[config.mk]
export PLATFORM = sky130hd
export DESIGN_NAME = micro_language_token_scanner
export DESIGN_NICKNAME = d
export VERILOG_FILES = /design/src/design/mlts_pkg.sv /design/src/design/mlts_front.sv /design/src/design/mlts_queue.sv /design/src/design/mlts_back.sv /design/src/design/micro_language_token_scanner.sv
export SDC_FILE = /design/constraint.sdc
export NUM_CORES = 1
export LEC_CHECK = 0
export BUFFER_PORTS_ARGS = -buffer_cell sky130_fd_sc_hd__buf_2
export CORE_MARGIN = 1.5
export CORE_UTILIZATION = 44
export DETAILED_ROUTE_END_ITERATION = 6
export PLACE_DENSITY = 0.62
export SKIP_LAST_GASP = 1
export SLEW_MARGIN = 20
export SYNTH_ARGS = -nofsm -noshare
export SYNTH_HDL_FRONTEND = slang
export SYNTH_SLANG_ARGS = --single-unit
[constraint.sdc]
create_clock -name clock -period 11.6 [get_ports clock]
set_clock_uncertainty 0.2 [all_clocks]
set_input_delay 2.32 -clock clock [delete_from_list [all_inputs] [get_ports clock]]
set_output_delay 2.32 -clock clock [all_outputs]
set_load 0.05 [all_outputs]
[src/design/mlts_pkg.sv]
// Shared types, token kind codes, character codes and keyword tables
// for the token scanner. No dependencies.
`default_nettype none

package mlts_pkg;

   localparam int LENGTH_LIMIT = 255;
   localparam int COUNT_W      = $clog2(LENGTH_LIMIT + 1);
   localparam int QUEUE_DEPTH  = 4;
   localparam int QPTR_W       = $clog2(QUEUE_DEPTH);

   localparam logic [3:0] KIND_BEGIN  = 4'd0;
   localparam logic [3:0] KIND_END    = 4'd1;
   localparam logic [3:0] KIND_READ   = 4'd2;
   localparam logic [3:0] KIND_WRITE  = 4'd3;
   localparam logic [3:0] KIND_IDENT  = 4'd4;
   localparam logic [3:0] KIND_INTLIT = 4'd5;
   localparam logic [3:0] KIND_LPAREN = 4'd6;
   localparam logic [3:0] KIND_RPAREN = 4'd7;
   localparam logic [3:0] KIND_SEMI   = 4'd8;
   localparam logic [3:0] KIND_COMMA  = 4'd9;
   localparam logic [3:0] KIND_ASSIGN = 4'd10;
   localparam logic [3:0] KIND_PLUS   = 4'd11;
   localparam logic [3:0] KIND_MINUS  = 4'd12;
   localparam logic [3:0] KIND_EOS    = 4'd13;
   localparam logic [3:0] KIND_ERROR  = 4'd14;

   localparam logic [7:0] CHAR_NEWLINE    = 8'h0a;
   localparam logic [7:0] CHAR_LPAREN     = 8'h28;
   localparam logic [7:0] CHAR_RPAREN     = 8'h29;
   localparam logic [7:0] CHAR_PLUS       = 8'h2b;
   localparam logic [7:0] CHAR_COMMA      = 8'h2c;
   localparam logic [7:0] CHAR_DASH       = 8'h2d;
   localparam logic [7:0] CHAR_COLON      = 8'h3a;
   localparam logic [7:0] CHAR_SEMI       = 8'h3b;
   localparam logic [7:0] CHAR_EQUAL      = 8'h3d;
   localparam logic [7:0] CHAR_UNDERSCORE = 8'h5f;

   // begin, end, read, write (lower case, zero padded)
   localparam logic [7:0] KW_TEXT [4][8] = '{
      '{8'h62, 8'h65, 8'h67, 8'h69, 8'h6e, 8'h00, 8'h00, 8'h00},
      '{8'h65, 8'h6e, 8'h64, 8'h00, 8'h00, 8'h00, 8'h00, 8'h00},
      '{8'h72, 8'h65, 8'h61, 8'h64, 8'h00, 8'h00, 8'h00, 8'h00},
      '{8'h77, 8'h72, 8'h69, 8'h74, 8'h65, 8'h00, 8'h00, 8'h00}
   };
   localparam logic [2:0] KW_LEN [4] = '{3'd5, 3'd3, 3'd4, 3'd5};

   typedef struct packed {
      logic [3:0] kind;
      logic [7:0] len;
      logic [7:0] err;
   } token_type;

   // One queue entry: the tokens caused by one input transfer.
   typedef struct packed {
      token_type tok0;
      token_type tok1;
      logic      two;
   } pair_type;

   function automatic logic kw_keep(input logic [1:0] k, input logic [COUNT_W-1:0] pos,
                                    input logic [7:0] low);
      logic keep;
      keep = 1'b0;
      if (pos < COUNT_W'(KW_LEN[k])) begin
         keep = (KW_TEXT[k][pos[2:0]] == low);
      end
      return keep;
   endfunction

   function automatic logic [7:0] sat_len(input logic [COUNT_W-1:0] count);
      logic [7:0] len;
      len = (count > COUNT_W'(8'hff)) ? 8'hff : 8'(count);
      return len;
   endfunction

endpackage

`default_nettype wire

[src/design/mlts_front.sv]
// Scanner front end: accepts source bytes, tracks lexeme state and
// classifies up to two tokens per byte into one queue entry. Uses mlts_pkg.
`default_nettype none

module mlts_front
   import mlts_pkg::*;
(
   input  wire logic       clock,
   input  wire logic       reset,
   input  wire logic       req_tvalid,
   output logic            req_tready,
   input  wire logic [7:0] req_tdata,   // [7:0] char_code
   input  wire logic       req_tlast,   // end_of_input
   output logic            push_valid,
   output pair_type        push_data,
   input  wire logic       push_ready
);

   localparam logic [2:0] MODE_IDLE    = 3'd0;
   localparam logic [2:0] MODE_IDENT   = 3'd1;
   localparam logic [2:0] MODE_NUMBER  = 3'd2;
   localparam logic [2:0] MODE_COLON   = 3'd3;
   localparam logic [2:0] MODE_DASH    = 3'd4;
   localparam logic [2:0] MODE_COMMENT = 3'd5;

   logic [2:0]         mode_ff, mode_in;
   logic [COUNT_W-1:0] count_ff, count_in, count_inc;
   logic [3:0]         cand_ff, cand_in, cand_step, idle_cand;

   logic [7:0] c, low;
   logic       is_letter, is_digit, is_space, accept;

   token_type  idle_tok, ident_tok, f_tok, s_tok;
   logic       idle_emit, idle_start, f_emit, s_emit, use_idle;
   logic [2:0] idle_mode;

   assign c          = req_tdata;
   assign is_letter  = c inside {[8'h61:8'h7a], [8'h41:8'h5a]};
   assign is_digit   = c inside {[8'h30:8'h39]};
   assign is_space   = c inside {8'h20, [8'h09:8'h0d]};
   assign low        = (c inside {[8'h41:8'h5a]}) ? c + 8'h20 : c;
   assign req_tready = push_ready;
   assign accept     = req_tvalid & push_ready;
   assign count_inc  = (count_ff < COUNT_W'(LENGTH_LIMIT)) ? count_ff + COUNT_W'(1) : count_ff;

   always_comb begin
      for (int k = 0; k < 4; k++) begin
         cand_step[k] = cand_ff[k] & kw_keep(2'(k), count_ff, low);
         idle_cand[k] = kw_keep(2'(k), '0, low);
      end
   end

   always_comb begin
      ident_tok = '{kind: KIND_IDENT, len: sat_len(count_ff), err: 8'h00};
      for (int k = 0; k < 4; k++) begin
         if (cand_ff[k] && count_ff == COUNT_W'(KW_LEN[k])) begin
            ident_tok.kind = 4'(k);
         end
      end
   end

   // Scan of the byte from idle.
   always_comb begin
      idle_tok   = '{kind: KIND_ERROR, len: 8'h00, err: 8'h00};
      idle_emit  = 1'b1;
      idle_start = 1'b0;
      idle_mode  = MODE_IDLE;
      if (is_space) begin
         idle_emit = 1'b0;
      end else if (is_letter) begin
         idle_emit  = 1'b0;
         idle_start = 1'b1;
         idle_mode  = MODE_IDENT;
      end else if (is_digit) begin
         idle_emit  = 1'b0;
         idle_start = 1'b1;
         idle_mode  = MODE_NUMBER;
      end else begin
         case (c)
            CHAR_LPAREN: idle_tok.kind = KIND_LPAREN;
            CHAR_RPAREN: idle_tok.kind = KIND_RPAREN;
            CHAR_SEMI:   idle_tok.kind = KIND_SEMI;
            CHAR_COMMA:  idle_tok.kind = KIND_COMMA;
            CHAR_PLUS:   idle_tok.kind = KIND_PLUS;
            CHAR_COLON: begin
               idle_emit = 1'b0;
               idle_mode = MODE_COLON;
            end
            CHAR_DASH: begin
               idle_emit = 1'b0;
               idle_mode = MODE_DASH;
            end
            default: idle_tok.err = c;
         endcase
      end
   end

   always_comb begin
      mode_in  = mode_ff;
      count_in = count_ff;
      cand_in  = cand_ff;
      f_emit   = 1'b0;
      f_tok    = ident_tok;
      s_emit   = 1'b0;
      s_tok    = '{kind: KIND_EOS, len: 8'h00, err: 8'h00};
      use_idle = 1'b0;
      if (req_tlast) begin
         case (mode_ff)
            MODE_IDENT: f_emit = 1'b1;
            MODE_NUMBER: begin
               f_emit = 1'b1;
               f_tok  = '{kind: KIND_INTLIT, len: sat_len(count_ff), err: 8'h00};
            end
            MODE_COLON: begin
               f_emit = 1'b1;
               f_tok  = '{kind: KIND_ERROR, len: 8'h00, err: CHAR_COLON};
            end
            MODE_DASH: begin
               f_emit = 1'b1;
               f_tok  = '{kind: KIND_MINUS, len: 8'h00, err: 8'h00};
            end
            default: f_emit = 1'b0;
         endcase
         s_emit   = 1'b1;
         mode_in  = MODE_IDLE;
         count_in = '0;
         cand_in  = 4'hf;
      end else begin
         case (mode_ff)
            MODE_IDENT: begin
               if (is_letter || is_digit || c == CHAR_UNDERSCORE) begin
                  count_in = count_inc;
                  cand_in  = cand_step;
               end else begin
                  f_emit   = 1'b1;
                  use_idle = 1'b1;
               end
            end
            MODE_NUMBER: begin
               if (is_digit) begin
                  count_in = count_inc;
               end else begin
                  f_emit   = 1'b1;
                  f_tok    = '{kind: KIND_INTLIT, len: sat_len(count_ff), err: 8'h00};
                  use_idle = 1'b1;
               end
            end
            MODE_COLON: begin
               if (c == CHAR_EQUAL) begin
                  s_emit  = 1'b1;
                  s_tok   = '{kind: KIND_ASSIGN, len: 8'h00, err: 8'h00};
                  mode_in = MODE_IDLE;
               end else begin
                  f_emit   = 1'b1;
                  f_tok    = '{kind: KIND_ERROR, len: 8'h00, err: CHAR_COLON};
                  use_idle = 1'b1;
               end
            end
            MODE_DASH: begin
               if (c == CHAR_DASH) begin
                  mode_in = MODE_COMMENT;
               end else begin
                  f_emit   = 1'b1;
                  f_tok    = '{kind: KIND_MINUS, len: 8'h00, err: 8'h00};
                  use_idle = 1'b1;
               end
            end
            MODE_COMMENT: begin
               if (c == CHAR_NEWLINE) begin
                  mode_in = MODE_IDLE;
               end
            end
            default: use_idle = 1'b1;
         endcase
         if (use_idle) begin
            s_emit  = idle_emit;
            s_tok   = idle_tok;
            mode_in = idle_mode;
            if (idle_start) begin
               count_in = COUNT_W'(1);
               cand_in  = is_letter ? idle_cand : 4'hf;
            end
         end
      end
   end

   assign push_valid     = accept & (f_emit | s_emit);
   assign push_data.tok0 = f_emit ? f_tok : s_tok;
   assign push_data.tok1 = s_tok;
   assign push_data.two  = f_emit & s_emit;

   always_ff @(posedge clock) begin
      if (reset) begin
         mode_ff  <= MODE_IDLE;
         count_ff <= '0;
         cand_ff  <= 4'hf;
      end else if (accept) begin
         mode_ff  <= mode_in;
         count_ff <= count_in;
         cand_ff  <= cand_in;
      end
   end

endmodule

`default_nettype wire

[src/design/mlts_queue.sv]
// Short token-pair queue between scanner front end and output back end.
// Uses mlts_pkg.
`default_nettype none

module mlts_queue
   import mlts_pkg::*;
(
   input  wire logic     clock,
   input  wire logic     reset,
   input  wire logic     push_valid,
   input  wire pair_type push_data,
   output logic          push_ready,
   output logic          pop_valid,
   output pair_type      pop_data,
   input  wire logic     pop
);

   pair_type            entries_ff [QUEUE_DEPTH];
   logic [QPTR_W-1:0]   wr_ptr_ff, rd_ptr_ff;
   logic [QPTR_W:0]     fill_ff, fill_in;
   logic                do_push, do_pop;

   assign push_ready = (fill_ff != (QPTR_W + 1)'(QUEUE_DEPTH));
   assign pop_valid  = (fill_ff != '0);
   assign pop_data   = entries_ff[rd_ptr_ff];
   assign do_push    = push_valid & push_ready;
   assign do_pop     = pop & pop_valid;

   always_comb begin
      fill_in = fill_ff;
      if (do_push && !do_pop) begin
         fill_in = fill_ff + (QPTR_W + 1)'(1);
      end else if (do_pop && !do_push) begin
         fill_in = fill_ff - (QPTR_W + 1)'(1);
      end
   end

   always_ff @(posedge clock) begin
      if (do_push) begin
         entries_ff[wr_ptr_ff] <= push_data;
      end
   end

   always_ff @(posedge clock) begin
      if (reset) begin
         wr_ptr_ff <= '0;
         rd_ptr_ff <= '0;
         fill_ff   <= '0;
      end else begin
         fill_ff <= fill_in;
         if (do_push) begin
            wr_ptr_ff <= wr_ptr_ff + QPTR_W'(1);
         end
         if (do_pop) begin
            rd_ptr_ff <= rd_ptr_ff + QPTR_W'(1);
         end
      end
   end

endmodule

`default_nettype wire

[src/design/mlts_back.sv]
// Output back end: splits each queued token pair into single token
// transfers held in an output register. Uses mlts_pkg.
`default_nettype none

module mlts_back
   import mlts_pkg::*;
(
   input  wire logic        clock,
   input  wire logic        reset,
   input  wire logic        pop_valid,
   input  wire pair_type    pop_data,
   output logic             pop,
   output logic             rsp_tvalid,
   input  wire logic        rsp_tready,
   output logic [15:0]      rsp_tdata,  // [7:0] lexeme_length, [15:8] error_char
   output logic [3:0]       rsp_tuser,  // [3:0] token_kind
   output logic             rsp_tlast   // last_of_run
);

   logic      valid_ff, second_ff, last_ff, load;
   token_type tok_ff;

   assign load       = pop_valid & (~valid_ff | rsp_tready);
   assign pop        = load & (second_ff | ~pop_data.two);
   assign rsp_tvalid = valid_ff;
   assign rsp_tdata  = {tok_ff.err, tok_ff.len};
   assign rsp_tuser  = tok_ff.kind;
   assign rsp_tlast  = last_ff;

   always_ff @(posedge clock) begin
      if (load) begin
         tok_ff  <= second_ff ? pop_data.tok1 : pop_data.tok0;
         last_ff <= second_ff | ~pop_data.two;
      end
   end

   always_ff @(posedge clock) begin
      if (reset) begin
         valid_ff  <= 1'b0;
         second_ff <= 1'b0;
      end else begin
         if (load) begin
            valid_ff  <= 1'b1;
            second_ff <= ~second_ff & pop_data.two;
         end else if (rsp_tready) begin
            valid_ff <= 1'b0;
         end
      end
   end

endmodule

`default_nettype wire

[src/design/micro_language_token_scanner.sv]
// Token scanner top level: one source byte per transfer in, one token per transfer out.
// Each token passes the pair queue and the output register. Throughput: one byte per
// cycle unless the queue is full; output one token per cycle unless stalled; a byte that
// yields two tokens takes two output transfers, absorbed by the four-entry pair queue.
// Reset (synchronous): scanner returns to idle, queue and output register empty.
// Instantiates mlts_front, mlts_queue, mlts_back; uses mlts_pkg.
`default_nettype none

module micro_language_token_scanner
   import mlts_pkg::*;
(
   input  wire logic        clock,
   input  wire logic        reset,
   input  wire logic        req_tvalid,
   output logic             req_tready,
   input  wire logic [7:0]  req_tdata,   // [7:0] char_code
   input  wire logic        req_tlast,   // end_of_input
   output logic             rsp_tvalid,
   input  wire logic        rsp_tready,
   output logic [15:0]      rsp_tdata,   // [7:0] lexeme_length, [15:8] error_char
   output logic [3:0]       rsp_tuser,   // [3:0] token_kind
   output logic             rsp_tlast    // last_of_run
);

   logic     push_valid, push_ready, pop_valid, pop;
   pair_type push_data, pop_data;

   mlts_front u_front (
      .clock      (clock),
      .reset      (reset),
      .req_tvalid (req_tvalid),
      .req_tready (req_tready),
      .req_tdata  (req_tdata),
      .req_tlast  (req_tlast),
      .push_valid (push_valid),
      .push_data  (push_data),
      .push_ready (push_ready)
   );

   mlts_queue u_queue (
      .clock      (clock),
      .reset      (reset),
      .push_valid (push_valid),
      .push_data  (push_data),
      .push_ready (push_ready),
      .pop_valid  (pop_valid),
      .pop_data   (pop_data),
      .pop        (pop)
   );

   mlts_back u_back (
      .clock      (clock),
      .reset      (reset),
      .pop_valid  (pop_valid),
      .pop_data   (pop_data),
      .pop        (pop),
      .rsp_tvalid (rsp_tvalid),
      .rsp_tready (rsp_tready),
      .rsp_tdata  (rsp_tdata),
      .rsp_tuser  (rsp_tuser),
      .rsp_tlast  (rsp_tlast)
   );

endmodule

`default_nettype wire
* Word-level counts from Yosys, hierarchy flattened
Memory sizes are Yosys's and may differ from the RTL's. A register that Yosys moved wholly into a read port is not among the register bits.
Index checks and enable logic that the tools add are counted.
** Cells by class
- $mul :: 0
- Reductions and logical operators :: 24
- Shift-type cells :: 0
- Order comparisons :: 14
- Equal/unequal tests :: 31
- Add/subtract/negate cells :: 6
- Bitwise operators :: 19
- Muxes and demuxes :: 89
- Div/mod/pow operators :: 0
** Operator list (number)
- $mux W20 :: 8
- $mux W8 :: 20
- $pmux W20 S3 :: 2
- $eq A8 B6 Y1 const B :: 9
- $mux W3 :: 14
- $mux W19 :: 2
- $mux W4 :: 9
- $eq A7 B8 Y1 const A :: 4
- $eq A8 B8 Y1 :: 4
- $mux W1 :: 26
- $pmux W4 S5 :: 1
- $eq A8 B3 Y1 const B :: 2
- $ge A8 B7 Y1 const B :: 2
- $le A8 B7 Y1 const B :: 2
- $lt A8 B3 Y1 const B :: 2
- $pmux W8 S2 :: 1
- $and A1 B1 Y1 :: 12
- $ne A4 B2 Y1 const B :: 3
- $logic_and A1 B1 Y1 :: 10
- $pmux W3 S3 :: 1
- $add A8 B1 Y8 const B :: 1
- $add A8 B6 Y8 const B :: 1
- $eq A8 B2 Y1 const B :: 1
- $eq A8 B4 Y1 const B :: 1
- other kinds (32) :: 45
** Word-level totals
- Output and inout port bits :: 23
- Word-level logic and storage cells :: 200
- ROM bits :: 256
- Bits in writable memories :: 164
- Bits in registers :: 45
- Memories kept :: 5
- Latch bits :: 0
** Memories
- u_queue.entries_ff :: depth 4, width 41, rd ports 1, clocked after memory_dff 1, write ports 1, RTL line mlts_queue.sv:18 : pair_type entries_ff [QUEUE_DEPTH];
- (no name shown) :: depth 8, width 8, rd ports 1, clocked after memory_dff 0, write ports 0, RTL line mlts_pkg.sv:66 : keep = (KW_TEXT[k][pos[2:0]] == low);
- (no name shown) :: depth 8, width 8, rd ports 1, clocked after memory_dff 0, write ports 0, RTL line mlts_pkg.sv:66
- (no name shown) :: depth 8, width 8, rd ports 1, clocked after memory_dff 0, write ports 0, RTL line mlts_pkg.sv:66
- (no name shown) :: depth 8, width 8, rd ports 1, clocked after memory_dff 0, write ports 0, RTL line mlts_pkg.sv:66

* Depth between registers and ports, before layout
Gate-level depths: netlist of run 1.
- Depth in word-level cells :: 17
- Depth in mapped cells :: 15

* Hierarchy
A second synthesis of run 1 with hierarchy kept.
** Second synthesis, totals
- Cell total of the unflattened synthesis :: 688
- Area total of the unflattened synthesis :: 10012.1 µm²
** Modules (own cells, without submodules)
- mlts_queue :: seq. area each 5104.9 µm², times used 1, area each 6447.4 µm², cells each 263
- mlts_front :: seq. area each 300.3 µm², times used 1, area each 2512.4 µm², cells each 369
- mlts_back :: seq. area each 670.6 µm², times used 1, area each 1052.3 µm², cells each 56

* Worst setup path before layout of run 1
Ideal clock, no wire load.
- Kind :: input to register
- Start point :: input port req_tdata[6]
- End point :: register u_queue.fill_ff[2]
- Required time :: 11330 ps
- Setup time :: 70 ps
- Buffers on the path :: 1
- Setup slack :: 6135 ps
- Data arrival time :: 5195 ps
- Cell stages on the path :: 15
- Cell sequence :: clkbuf_1 > inv_1 > ha_1 > nor4bb_1 > a22oi_1 > o21ai_0 > nor3_1 > a21boi_1 > a21oi_4 > ha_1 > inv_1 > fa_1 > xor2_1 > or3_1 > a21oi_1
** Between the ends
- Longest elaborated chain between the ends :: 16
- Elaborated cells on any way between the ends :: 46
- Classes of those cells :: 8 x order compare; 5 x eq/ne; 17 x mux; 3 x bitwise; 13 x reduce/logical
** Ends and longest elaborated chain
- from (decl) :: RTL line micro_language_token_scanner.sv:16 : input wire logic [7:0] req_tdata,
- $ge A8 B7 Y1 / $le A8 B7 Y1 (equally long branches) :: RTL line mlts_front.sv:38 : assign is_letter = c inside {[8'h61:8'h7a], [8'h41:8'h5a]};
- $logic_and A1 B1 Y1 :: RTL line mlts_front.sv:38
- $reduce_bool A2 Y1 :: RTL line mlts_front.sv:38
- $logic_or A1 B1 Y1 (2 in a row) :: RTL line mlts_front.sv:131 : if (is_letter || is_digit || c == CHAR_UNDERSCORE) begin
- $mux W1 :: RTL line mlts_front.sv:131
- $pmux W1 S5 :: RTL line mlts_front.sv:129 : case (mode_ff)
- $mux W1 :: RTL line mlts_front.sv:107 : if (req_tlast) begin
- $mux W1 :: RTL line mlts_front.sv:175 : if (use_idle) begin
- $mux W1 :: RTL line mlts_front.sv:107
- $or A1 B1 Y1 (*) :: RTL line mlts_front.sv:187 : assign push_valid = accept & (f_emit | s_emit);
- $and A1 B1 Y1 (*) :: RTL line mlts_front.sv:187
- $and A1 B1 Y1 (*) :: RTL line mlts_queue.sv:26 : assign do_push = push_valid & push_ready;
- net u_queue.do_push :: RTL line mlts_queue.sv:21 : logic do_push, do_pop;
- $logic_not A1 Y1 :: RTL line mlts_queue.sv:33 : end else if (do_pop && !do_push) begin
- $logic_and A1 B1 Y1 :: RTL line mlts_queue.sv:33
- $reduce_bool A2 Y1 (no line)
- to (signal assigned) :: RTL line mlts_queue.sv:50 : fill_ff <= fill_in;
- to (decl) :: RTL line mlts_queue.sv:20 : logic [QPTR_W:0] fill_ff, fill_in;
Mark *: on every way through the listed nets, which the timed path passes. The rest lies on a longest branch. The select of a mux whose other input is x is not followed.
A chain may end at the register's enable or synchronous reset.

* Final worst setup path of run 1
Ends and elaborated chain as after synthesis.

==> reports/summary.txt, run 1 <==
Outcome: complete, no violations
Async SR Flop Fraction: 0
CP peak stage delay: 0.64 ns
Horiz. Die Dim: 143 µm
Starting density of the core: 0.454
# Post-CTS Setup Buffers: 0
Antenna Cells: 0
Ratio of cells with drive above 1 in the final layout: 0.195
Routability Congestion: 0.962
Post-Syn Area per Cell: 13.1 µm²
Clk slew on worst S/H paths: 0.06 ns
H-tree Lvls: 4
Register share of total power: 0.442
CTS Buf Count: 17
Kind of critical path: in2reg
Clk_lat worst skew: 0.42 ns
PortBufs: 35
Nets: 706
Post-synth top flop: edfxtp_1
Vias/cell: 5.86
Most common cell after layout, fill and taps aside: edfxtp_1
Minimum clock period: 5.63 ns
Number of clock sinks: 179
Slowest-stage cell, CP: a22oi_1
Switching Power: 604 µW
Max rail drop VDD: 100 µV
Pint: 1310 µW
Seq cells post-synth: 179
Final core occ: 0.505
Pins Over Slew Limit: 0
First-pass GRT wire length: 29900 µm
Worst EP arrival: 5.78 ns
Final wirelength: 18400 µm
Min-Delay Path Class: reg2reg
Worst Hold Launch: u_back.rsp_tvalid
Initial antenna violation count: 0
Max Cap Viol: 0
Distinct cells, synth: 69
Relative slew slack: 0.415
Syn Std Cell Area: 8600 µm²
Clock group share of total power: 0.287
Comb pwr share: 0.272
Leak Pwr: 0.00321 µW
CP startpoint kind: primary input
Max Clk Rate: 178 MHz
Hold buffer count at CTS: 0
Routed len/inst: 19.4 µm
Vias: 5575
DP HPWL: 11800 µm
CTS Buffer Depth: 2
DRC: 0
Cell Chain, Critical Path: buf_2, inv_1, ha_1, nor4bb_1, a22oi_1, o21ai_0, nor3_1, a21boi_1, a21oi_4, ha_1, inv_1, fa_1, xor2_1, or3_1, a21oi_1
Yosys warns: 0
Die area: 20400 µm²
Hold slack: 0.278 ns
Commonest non-fill, non-tap cells in the layout: edfxtp_1 (153), nor2_1 (50), nand2_1 (36)
Layout Area Growth over Synthesis: 11.4%
Row cnt: 50
Seq/Total Area, Yosys: 0.595
Slew of the pin with the lowest slew margin: 0.869 ns
WP data required: 11.74 ns
Setup_tns: 0 ns
GRT overflow: 0
Net Sw Frac: 0.315
# setup viols final: 0
Worst Path Max Fanout: 15
I/O Pins: 36
Total power: 1920 µW
Vias in the first global route: 5523
EDFF count, synth: 153
Drt pass-1 iters: 5
Mapped Cells: 654
Placeable Area: 19000 µm²
Largest net degree at the start of global routing: 34
Crit. Startpoint: req_tdata[6]
RR Startpoint: u_front.mode_ff[0]
Die Ht: 143 µm
Post-CTS sizing: 0
Post-Syn Nets: 682
TritonCTS clock tree: done
First-iteration detailed-routing DRC count: 558
CP Capture Type: flop
Final hold vios: 0
Global-route usage over all layers: 0.194
Unrepaired setup endpoints after global routing: false
Fin crit share: 0.486
Antenna viol nets, final: 0
Root buffer cell: clkbuf_16
PD cells: 200 nW/µm²
==> critical path: cells and delay by family <==
kind            cells  cell delay, ns
compound gates      5            1.41
xor+xnor            1            0.18
fa+ha+maj           3            0.77
buf+inv             3            0.39
simple gates        3            0.72
==> cell families (layout without fill, tap and decap cells) <==
group,count (synthesis),after routing,share of synthesized area
xor gates and xnor gates,12,12,0.0122
muxes,51,51,0.110
buffers and inverters,55,92,0.0262
and+or+nand+nor,222,222,0.136
AOI/OAI and AO/OA,120,120,0.0984
DFF,179,179,0.595
adders and majority gates,15,15,0.0227
==> area by class of cell <==
class                           count  area, µm²
Tap cell                          260        325
Timing Repair Buffer               45        250
Sequential cell                   179       5120
Clock buffer                       20        437
Inverter                           15       56.3
Fill cell                        1633       9380
Multi-Input combinational cell    420       3260
Clock inverter                     12        131
==> cell usage after synthesis, drive strengths merged (3+ instances only) <==
| master | number | area (µm²) |
|---|---|---|
| edfxtp | 153 | 4590 |
| nor2 | 50 | 188 |
| nand2 | 37 | 141 |
| mux4 | 33 | 743 |
| a21oi | 28 | 151 |
| dfxtp | 26 | 521 |
| clkbuf | 25 | 93.8 |
| nand3 | 21 | 105 |
| nor2b | 18 | 113 |
| o21ai | 18 | 93.8 |
| and2 | 17 | 106 |
| nor3 | 17 | 90.1 |
| mux2 | 16 | 180 |
| buf | 15 | 75.1 |
| inv | 15 | 56.3 |
| ha | 14 | 175 |
| nor4 | 11 | 68.8 |
| and3 | 10 | 62.6 |
| nand2b | 9 | 56.3 |
| o211ai | 8 | 65.1 |
| xor2 | 8 | 70.1 |
| a31oi | 7 | 43.8 |
| a21o | 6 | 45.0 |
| o21a | 6 | 45.0 |
| or3 | 6 | 37.5 |
| a22o | 5 | 43.8 |
| nand4 | 5 | 31.3 |
| or4 | 5 | 37.5 |
| a31o | 4 | 35.0 |
| nand3b | 4 | 30.0 |
| xnor2 | 4 | 35.0 |
| a211oi | 3 | 22.5 |
| a32oi | 3 | 26.3 |
| nor4bb | 3 | 30.0 |
| o22ai | 3 | 18.8 |
| o311a | 3 | 30.0 |
| o31ai | 3 | 22.5 |
==> power groups by stage <==
stage               clock network (µW)  logic [µW]  registers, µW
global placement                     0         520            857
floorplan                            0         266            998
global route                       587         563            857
finish                             550         521            847
CTS                                561         531            848
detailed placement                   0         529            862
==> worst paths after layout <==
check	slack [ns]	cells past startpoint	end
max	5.97	15	u_queue.fill_ff[2]
min	0.28	2	u_back.rsp_tvalid
max reg2reg	8.28	12	u_queue.fill_ff[2]
min reg2reg	0.28	2	u_back.rsp_tvalid
==> registers in the layout, indices dropped and copies added (netlist names), named ones only <==
| name | cells |
|---|---|
| u_queue.entries_ff | 132 |
| u_back.rsp_tdata | 16 |
| u_front.count_ff | 8 |
| u_back.rsp_tuser | 4 |
| u_front.cand_ff | 4 |
| u_front.mode_ff | 3 |
| u_queue.fill_ff | 3 |
| u_queue.rd_ptr_ff | 2 |
| u_queue.wr_ptr_ff | 2 |
| u_back.rsp_tlast | 1 |
| u_back.rsp_tvalid | 1 |
| u_back.second_ff | 1 |
==> stage by stage <==
step / area (µm²) / setup WS, ns / cells
after floorplan: 8600 / 6.13 / 654
after global placement: 9010 / 5.78 / 919
after detailed placement: 9010 / 5.62 / 919
after CTS: 9580 / 6.03 / 951
after global routing: 9580 / 5.67 / 951
final: 9580 / 5.97 / 951
==> layer usage <==
layer  GRT usage  share of wire
met1       0.264           0.46
met2       0.316           0.49
met3      0.0315          0.039
met4      0.0695          0.014
met5           0              0
Note: power is estimated with default switching activity, not from simulation.
==> inputs of run 2 (changes only) <==
- clock period: 11.6 -> 5.5 ns (I/O delays scaled with it)
==> run 2 against run 1 <==
Final cell count did not move. Setup slack got worse by 5.0 ns. Die area did not move. First-iteration DRC count fell by 13%. Flip-flop and latch count did not move. Critical endpoint unchanged. Largest cell class unchanged.
==> reports/summary.txt, run 2 (synthesized netlist as in run 1, its figures left out) <==
Outcome: complete, no violations
Routed len/inst: 19.6 µm (+1.2%)
CTS Buf Count: 17 (unchanged)
Placeable Area: 19000 µm² (unchanged)
CP peak stage delay: 0.65 ns (about the same)
Ratio of cells with drive above 1 in the final layout: 0.198 (+0.00289)
Switching Power: 1290 µW (+110%)
Fillers: 1628 (-0.31%)
Fin area: 9590 µm² (+0.14%)
Max rail drop VDD: 207 µV (+110%)
DRC: 0 (unchanged)
Number of clock sinks: 179 (unchanged)
RR Startpoint: u_front.mode_ff[0]
# setup viols final: 0 (unchanged)
Setup_tns: 0 ns (unchanged)
Final hold vios: 0 (unchanged)
Min-Delay Path Class: reg2reg
Pins Over Slew Limit: 0 (unchanged)
H-tree Lvls: 4 (unchanged)
Clk slew on worst S/H paths: 0.06 ns (about the same)
Most common cell after layout, fill and taps aside: edfxtp_1
Vias in the first global route: 5441 (-1.5%)
I/O Pins: 36 (unchanged)
Slew of the pin with the lowest slew margin: 0.905 ns (+0.0359 ns)
Comb pwr share: 0.269 (-0.003)
Die area: 20400 µm² (unchanged)
Register share of total power: 0.438 (-0.004)
Antenna Cells: 0 (unchanged)
Cell Chain, Critical Path: buf_2, inv_1, ha_1, nor4bb_1, a22oi_1, o21ai_0, nor3_1, a21boi_1, a21oi_4, ha_1, inv_1, fa_1, xor2_1, or3_1, a21oi_1
Worst Path Max Fanout: 15 (unchanged)
Area of the multi-input gates: 3260 µm² (unchanged)
Final wirelength: 18600 µm (+1.2%)
Die Ht: 143 µm (unchanged)
CP Capture Type: flop
Max reg flops: 132 (unchanged)
Clk_lat worst skew: 0.41 ns (about the same)
Net Sw Frac: 0.317 (+0.00260)
Hold endpoint: u_back.rsp_tvalid
Worst Hold Launch: u_back.rsp_tvalid
CP startpoint kind: primary input
# Post-CTS Setup Buffers: 0 (unchanged)
Vias/cell: 5.81 (-0.95%)
First-pass GRT wire length: 30100 µm (+0.88%)
Setup WS pre-CTS: 0.631 ns (-4.99 ns)
R2R cell count: 12 (unchanged)
Minimum clock period: 4.49 ns
Kind of critical path: in2reg
TritonCTS clock tree: done
GRT overflow: 0 (unchanged)
Drt pass-1 iters: 5 (unchanged)
CTS Buffer Depth: 2 (unchanged)
Starting density of the core: 0.454 (unchanged)
Pint: 2780 µW (+110%)
Largest Register: u_queue.entries_ff
Unrepaired setup endpoints after global routing: false
Slowest-stage cell, CP: a22oi_1
Top cell family by delay on the critical path: compound AO/OA/AOI/OAI gates
Worst EP arrival: 4.63 ns (-1.15 ns)
Vias: 5522 (-0.95%)
Max Clk Rate: 223 MHz
Row cnt: 50 (unchanged)
WHS Path Cells: 2 (unchanged)
Commonest non-fill, non-tap cells in the layout: edfxtp_1 (153), nor2_1 (50), nand2_1 (36)
Nets: 706 (unchanged)
Initial antenna violation count: 0 (unchanged)
Relative slew slack: 0.391 (-0.0241)
Antenna viol nets, final: 0 (unchanged)
Post-CTS sizing: 0 (unchanged)
Hold buffer count at CTS: 0 (unchanged)
First-iteration detailed-routing DRC count: 485 (-13%)
Horiz. Die Dim: 143 µm (unchanged)
Post-DP Area: 9010 µm² (unchanged)
Worst R2R Setup Slack: 2.09 ns (-6.19 ns)
Total area of sequential cells: 5120 µm² (unchanged)
Root buffer cell: clkbuf_16
PD cells: 424 nW/µm² (+110%)
DP HPWL: 12100 µm (+2.4%)
PnR worst setup slack: 1.01 ns (-4.96 ns)
Fin crit share: 0.817
CP bufs+invs: 3 (unchanged)
Global-route usage over all layers: 0.196 (+0.00222)
Routability Congestion: 0.882 (-8.3%)
Largest net degree at the start of global routing: 34 (unchanged)
WP data required: 5.63 ns (-6.11 ns)
Reg2reg end: u_queue.fill_ff[2]
Clock group share of total power: 0.292 (+0.005)
Max Cap Viol: 0 (unchanged)
PortBufs: 35 (unchanged)
Leak Pwr: 0.00323 µW (+0.45%)
Final core occ: 0.506 (+0.000726)
Layout Area Growth over Synthesis: 11.6%
## run 2: tightest hold or removal path: stages (launching register included)
cell	delay (ns)
dfxtp_1	0.33
nand2_1	0.06
a21oi_1	0.06
## run 2: area by class of cell
class / count / area share
flip-flops and latches: 179 / 0.533
clock buffers: 18 / 0.0447
clock inverters: 14 / 0.0159
multi-input cells: 420 / 0.340
repair buffers: 45 / 0.0261
inverters: 15 / 0.00587
well taps: 260 / 0.0339
## run 2: worst max-delay path by stage
| stage | slack, ns | startpoint | to | cells past startpoint |
|---|---|---|---|---|
| after detailed placement | 0.63 | req_tdata[6] | u_queue.fill_ff[2] | 15 |
| final | 1.01 | req_tdata[6] | u_queue.fill_ff[2] | 15 |
| after global routing | 0.73 | req_tdata[6] | u_queue.fill_ff[2] | 15 |
| after global placement | 0.76 | req_tdata[6] | u_queue.fill_ff[2] | 15 |
| after floorplan | 1.25 | req_tdata[6] | u_queue.fill_ff[2] | 15 |
| after CTS | 1.07 | req_tdata[6] | u_queue.fill_ff[2] | 15 |
## run 2: power groups by stage
stage | sequential (µW) | clock [µW] | combinational, µW
after floorplan | 2100 | 0 | 560
after global placement | 1810 | 0 | 1100
after detailed placement | 1820 | 0 | 1110
after CTS | 1790 | 1220 | 1120
after global routing | 1810 | 1270 | 1180
final | 1780 | 1190 | 1100
## run 2: layer usage
metal	track usage	wire length (µm)	vias to the layer above
li1	-	-	2581
met4	0.0597	222	0
met2	0.318	9190	144
met1	0.271	8610	2781
met5	0	0	-
met3	0.0339	619	16
## run 2: per-stage QoR
step,std cells,power (µW),hold WS (ns)
finish,951,4070,0.296
global route,951,4260,0.319
CTS,951,4120,0.300
detailed placement,919,2930,0.290
global placement,919,2910,0.266
floorplan,654,2660,0.271
